<file path="config.mk">
export PLATFORM = sky130hd
export DESIGN_NAME = sdb_cell
export DESIGN_NICKNAME = d
export VERILOG_FILES = /design/src/rtl/core/sdb_pkg.sv /design/src/rtl/core/sdb_cell.sv
export SDC_FILE = /design/constraint.sdc
export NUM_CORES = 1
export LEC_CHECK = 0
export BUFFER_PORTS_ARGS = -buffer_cell sky130_fd_sc_hd__buf_2
export CORE_MARGIN = 2
export CORE_UTILIZATION = 48
export DETAILED_ROUTE_END_ITERATION = 12
export HOLD_SLACK_MARGIN = 0.05
export PLACE_DENSITY = 0.86
export SYNTH_ARGS = -nofsm -noshare
export SYNTH_HDL_FRONTEND = slang
export SYNTH_SLANG_ARGS = --single-unit
</file>
<file path="constraint.sdc">
create_clock -name clk -period 7.5 [get_ports clk]
set_input_delay 0.375 -clock clk [delete_from_list [all_inputs] [get_ports clk]]
set_output_delay 0.375 -clock clk [all_outputs]
set_load 0.02 [all_outputs]
</file>
<file path="src/rtl/core/sdb_pkg.sv">
`default_nettype none

package sdb_pkg;

  // Fixed field widths of the request and response items.
  localparam int WORD_W  = 32;
  localparam int CMD_W   = 3;
  localparam int STAT_W  = 2;
  localparam int COUNT_W = 7;
  localparam int LIMIT_W = 7;

  // Default number of cells and the reset value of the capacity limit.
  localparam int                 DEPTH_DEFAULT = 64;
  localparam logic [LIMIT_W-1:0] LIMIT_RESET   = 7'd64;

  // Request command codes.
  typedef enum logic [CMD_W-1:0] {
    CMD_PUSH_BACK  = 3'd0,
    CMD_PUSH_FRONT = 3'd1,
    CMD_POP_BACK   = 3'd2,
    CMD_POP_FRONT  = 3'd3,
    CMD_SORT       = 3'd4
  } cmd_t;

  // Response status codes.
  typedef enum logic [STAT_W-1:0] {
    ST_DONE  = 2'd0,
    ST_FULL  = 2'd1,
    ST_EMPTY = 2'd2
  } status_t;

  // Operation broadcast to every cell of the chain.
  typedef enum logic [2:0] {
    CELL_HOLD,
    CELL_PUSH_BACK,
    CELL_PUSH_FRONT,
    CELL_POP_BACK,
    CELL_POP_FRONT,
    CELL_SORT
  } cell_op_t;

  typedef struct packed {
    cell_op_t                 op;
    logic                     phase;
    logic signed [WORD_W-1:0] value;
  } cell_ctl_t;

endpackage

`default_nettype wire

</file>
<file path="src/rtl/core/sdb_cell.sv">
`default_nettype none

module sdb_cell import sdb_pkg::*; #(
  parameter int IDX = 0
) (
  input  wire logic                     clk,
  input  wire logic                     rst,
  input  wire cell_ctl_t                ctl,
  input  wire logic signed [WORD_W-1:0] left_data,
  input  wire logic                     left_valid,
  input  wire logic signed [WORD_W-1:0] right_data,
  input  wire logic                     right_valid,
  output logic signed [WORD_W-1:0]      data,
  output logic                          valid
);

  // A cell is the lower member of a compare pair when its parity matches the phase.
  localparam bit PARITY = 1'(IDX % 2);
  localparam bit HAS_LEFT = (IDX > 0);

  logic signed [WORD_W-1:0] data_next;
  logic                     valid_next;

  // Next contents of this cell for the broadcast operation.
  always_comb begin
    data_next  = data;
    valid_next = valid;
    case (ctl.op)
      CELL_PUSH_BACK: begin
        // Only the first empty cell takes the new word.
        if (left_valid && !valid) begin
          data_next  = ctl.value;
          valid_next = 1'b1;
        end
      end
      CELL_PUSH_FRONT: begin
        data_next  = left_data;
        valid_next = left_valid;
      end
      CELL_POP_BACK: begin
        if (valid && !right_valid) begin
          valid_next = 1'b0;
        end
      end
      CELL_POP_FRONT: begin
        data_next  = right_data;
        valid_next = right_valid;
      end
      CELL_SORT: begin
        // Odd-even transposition: lower member keeps the minimum, upper the maximum.
        if (PARITY == ctl.phase) begin
          if (valid && right_valid && (right_data < data)) begin
            data_next = right_data;
          end
        end else if (HAS_LEFT && valid && left_valid && (data < left_data)) begin
          data_next = left_data;
        end
      end
      default: begin
      end
    endcase
  end

  // Word register without reset; occupancy flag cleared by reset.
  always_ff @(posedge clk) begin
    data <= data_next;
    if (rst) begin
      valid <= 1'b0;
    end else begin
      valid <= valid_next;
    end
  end

endmodule

`default_nettype wire

</file>
Word-level counts from Yosys, hierarchy flattened
Cells that the tools add are included.
{ "op_classes": {"magnitude_cmp": 1, "n_eq_ne": 9, "muxes": 7, "n_reduce_logical": 10} }
{ "op_table": {"columns": ["cell", "count"], "rows": [
  ["one-hot mux 32 bit (4 select lines)", 1],
  ["two-way mux 32 bit", 3],
  ["less-than comparator 32 bit", 1],
  ["inequality test 2 bit, second input constant", 4],
  ["nonzero test 4 bit", 2],
  ["equality test 3 x 2 -> 1 bit, second input constant", 2],
  ["equality test 3 bit, second input constant", 2],
  ["logical AND 1 bit", 4],
  ["one-hot mux 1 bit (4 select lines)", 1],
  ["AND reduction 4 bit", 1],
  ["equality test 3 x 1 -> 1 bit, second input constant", 1],
  ["AND reduction 3 bit", 1],
  ["logical NOT 1 bit", 2],
  ["two-way mux 1 bit", 2]
]} }
{ "totals": {"reg_bits": 33, "inputBits": 104, "word_cells": 29} }

Depth between registers and ports, before layout
{ "depth": {"ltp_word": 5, "depth_mapped": 8, "ltp_nobuf": 8} }

Worst setup path after synthesis
Ideal clock, no wire load.
{ "synth_path": {"path_type": "reg2reg", "from": "register data[24]", "to": "register data[0], enable pin", "t_arrival_ns": 2.643, "required_ns": 7.106, "setup_slack_ns": 4.462, "stages_incl_launch_ff": 9, "n_path_buf": 0, "path_cell_list": "edfxtp_1 -> inv_1 -> ha_1 -> a211oi_2 -> nor2_1 -> o311ai_0 -> o211ai_1 -> or3_1 -> nand3_1"} }
{ "synth_via": {"elab_chain_len": 4} }
{ "synth_rtl": {"columns": ["element", "line_no", "source"], "rows": [
  ["from (decl)", "sdb_cell.sv:13", "output logic signed [WORD_W-1:0] data,"],
  ["from (signal assigned)", "sdb_cell.sv:66", "data <= data_next;"],
  ["less-than comparator 32 bit", "sdb_cell.sv:52", "if (valid && right_valid && (right_data < data)) begin"],
  ["logical AND 1 bit", "sdb_cell.sv:52", null],
  ["inequality test 2 bit (no line)", null, null],
  ["AND reduction 4 bit (no line)", null, null]
]} }
No other way between the ends.
A chain may end at the register's enable or synchronous reset.

Worst setup path in the final report
{ "layout_path": {"from": "register data[31]", "to": "register data[0], enable pin"} }
The elaborated chain is that of the path after synthesis.

==> summary.json <==
{
  "core_mm2": 0.00479,
  "timing.final.max_slew_violations": 0,
  "worstSetupPathType": "flip-flop to flip-flop",
  "pin_count_of_the_biggest_net_entering_global_routing": 36,
  "clock-root-buffer": "clkbuf_8",
  "hold_slack_ns": 0.266,
  "drive_gt1_share_pct": 37.4,
  "timing.critical_path.required_ns": 7.29,
  "slowest_delay_ns": 0.63,
  "setup_violating_endpoint_count_in_the_final_report": 0,
  "period_minus_slack_ns": 2.96,
  "ctsHoldBuffers": 0,
  "timing.critical_path.arrival_ns": 2.75,
  "htreeDepth": 2,
  "initial_utilization_pct": 50.3,
  "dominant_combinational_cell_family_by_area_after_synthesis": "simple AND/OR/NAND/NOR gates",
  "routedWlPerCell_um": 13.6,
  "synthMuxAreaShare_pct": 0,
  "place.gp.congestion": 0.792,
  "remaining_overflow_grt": 0,
  "p_leak_nw": 1.71,
  "floorplan.io_pins": 137,
  "path_clk_slew_ns": 0.06,
  "slew_headroom_pct": 45.8,
  "layout-area-overhead-vs-synth_pct": 35.1,
  "chipWidth_um": 74.8,
  "outcome": "finished, final reports clean",
  "num_antenna_cells": 0,
  "tightestPinTransition_ns": 0.812,
  "critical_path.cell_chain": "inv_1 > ha_1 > nand4_1 > nor4_1 > nand2_1 > a211oi_1 > or3_1 > nand3_2",
  "synth_nets": 404,
  "wire_length_of_the_first_global_routing_pass_mm": 9.69,
  "dp.final_hpwl_mm": 5.10,
  "detail-route-antenna-nets": 0,
  "ys_seq_area_share_pct": 40.7,
  "ratio_of_total_power_to_cell_area_mw_per_mm2": 153,
  "drtPass1Iterations": 4,
  "port_buffers": 136,
  "max-clock-path-buffers": 2,
  "nNetsFinal": 540,
  "grt_pass1_vias": 2206,
  "yosys.area_share.simple_pct": 18.2,
  "cts.sink_count": 33,
  "max_cap_viol_count": 0,
  "parity_gate_share_of_the_synthesized_area_counting_xor_and_xnor_cells_pct": 0,
  "worstHoldPathType": "primary input to flip-flop",
  "finClkSkew_ns": 0.00709,
  "detailedRoute.firstIterationViolations": 112,
  "gr-usage-all-layers_pct": 23.3,
  "synthFlopType": "edfxtp_1",
  "end_kind": "flip-flop",
  "post_synthesis_share_of_cell_area_spent_on_full_adders_half_adders_and_majority_gates_pct": 16.1,
  "grt_setup_unrepaired": "no",
  "mappedNetlistArea_mm2": 0.00241,
  "postCtsSetupRepairBufs": 0,
  "hold_viol": 0,
  "postSynthRegisterBits": 33,
  "final_core_util_pct": 68.0,
  "postCtsResizedCells": 0,
  "routed-via-count": 2502,
  "layout_worst_path_cycle_share_pct": 39.5,
  "synthArstFlopShare_pct": 0,
  "route.final.wire_length_mm": 6.45,
  "cpMaxStageDelayCell": "nand3_2",
  "synth_compound_gate_area_share_pct": 18.0,
  "synth.lib_cells_used.distinct": 33,
  "fmax_ghz": 0.338,
  "synth_edf_count": 32,
  "cts_buffers": 5,
  "dieArea_mm2": 0.00560,
  "tritoncts": "yes",
  "post-route-drc-count": 0,
  "num_rows": 25,
  "worst_skew_pair.late_latency_ns": 0.29,
  "vias_per_cell": 5.29,
  "crit_path_max_fanout": 32,
  "worstSetupStartpointType": "flip-flop",
  "postSynthAreaPerCell_um2": 8.95,
  "vdd.ir_drop.worst_uv": 115,
  "setup_tns_final_ns": 0,
  "cp_top_family": "simple AND/OR/NAND/NOR gates",
  "postSynthCellCount": 269,
  "die_height_um": 74.8,
  "synth_warnings": 0,
  "cp_num_buf_inv": 1,
  "antenna_found_initial": 0
}
## area by class of cell
cell class | count | area (um2)
clock inverters | 3 | 12.5
repair buffers | 139 | 703
flip-flops and latches | 33 | 981
well taps | 67 | 83.8
inverters | 34 | 128
multi-input cells | 192 | 1280
clock buffers | 5 | 68.8
fillers | 409 | 1530
## where the power goes
group	internal [W]	switching (W)	total [W]	leakage (nW)
Sequential	0.000221	0.00000698	0.000228	0.313
Combinational	0.0000594	0.0000811	0.000141	1.36
Clock	0.0000624	0.0000667	0.000129	0.0430
Total	0.000343	0.000155	0.000498	1.71
## per-stage QoR
step                      instances  power, W  worst slack [ns]  area, um2
after detailed placement        465  0.000373              4.44       3170
after global routing            473  0.000527              4.31       3250
final                           473  0.000498              4.54       3250
after global placement          465  0.000368              4.50       3170
after floorplan                 269  0.000311              4.46       2410
after CTS                       473  0.000500              4.53       3250
## final timing paths
path                            startpoint       to  depth (start not counted)  slack (ns)
worst min register to register       valid    valid                          2        0.65
worst max register to register    data[31]  data[0]                          8        4.54
worst min-delay path                   rst    valid                          2        0.27
worst max-delay path              data[31]  data[0]                          8        4.54
## cells in the final DEF (no fill, tap or decap), types with 2 or more instances in the layout
master    count
a22oi_1      32
nand3b_1      2
buf_2       136
a221oi_1      2
a21oi_1      13
nor3_1        2
nor2_1        5
nand4_1       3
buf_4         3
clkbuf_8      5
inv_1        34
nand2_1      72
edfxtp_1     32
nand3_1       3
clkinv_1      2
o21ai_0       6
and4_1        2
ha_1         31
## synthesized netlist by cell type (all sizes together) (3+ instances only)
cell | count | area share [%]
nor2 | 6 | 0.94
nand3 | 4 | 0.83
a22oi | 32 | 10
nand4 | 3 | 0.78
edfxtp | 32 | 40
nand2 | 72 | 11
a21oi | 13 | 2.7
o21ai | 7 | 1.6
nor3 | 3 | 0.83
clkbuf | 9 | 1.4
inv | 34 | 5.3
ha | 31 | 16
## cells by family (layout without fill, tap and decap cells)
kind of cell             after synthesis  in the layout
AND/OR/NAND/NOR                       99             99
adder cells (fa/ha/maj)               31             31
AO/OA/AOI/OAI                         62             62
buffers and inverters                 44            181
flip-flops                            33             33
## registers in the layout, summed over array words and instances, names as in the netlist
name / count
valid: 1
data: 32
## metal layers
| metal | global-route usage, % | vias to the layer above | share of wire, % |
|---|---|---|---|
| li1 | - | 1231 | - |
| met1 | 28.8 | 1135 | 42 |
| met2 | 40.4 | 130 | 48 |
| met3 | 5.62 | 6 | 9.3 |
| met4 | 7.14 | 0 | 1.1 |
| met5 | 0 | - | 0 |
(Power assumes the default switching activity.)
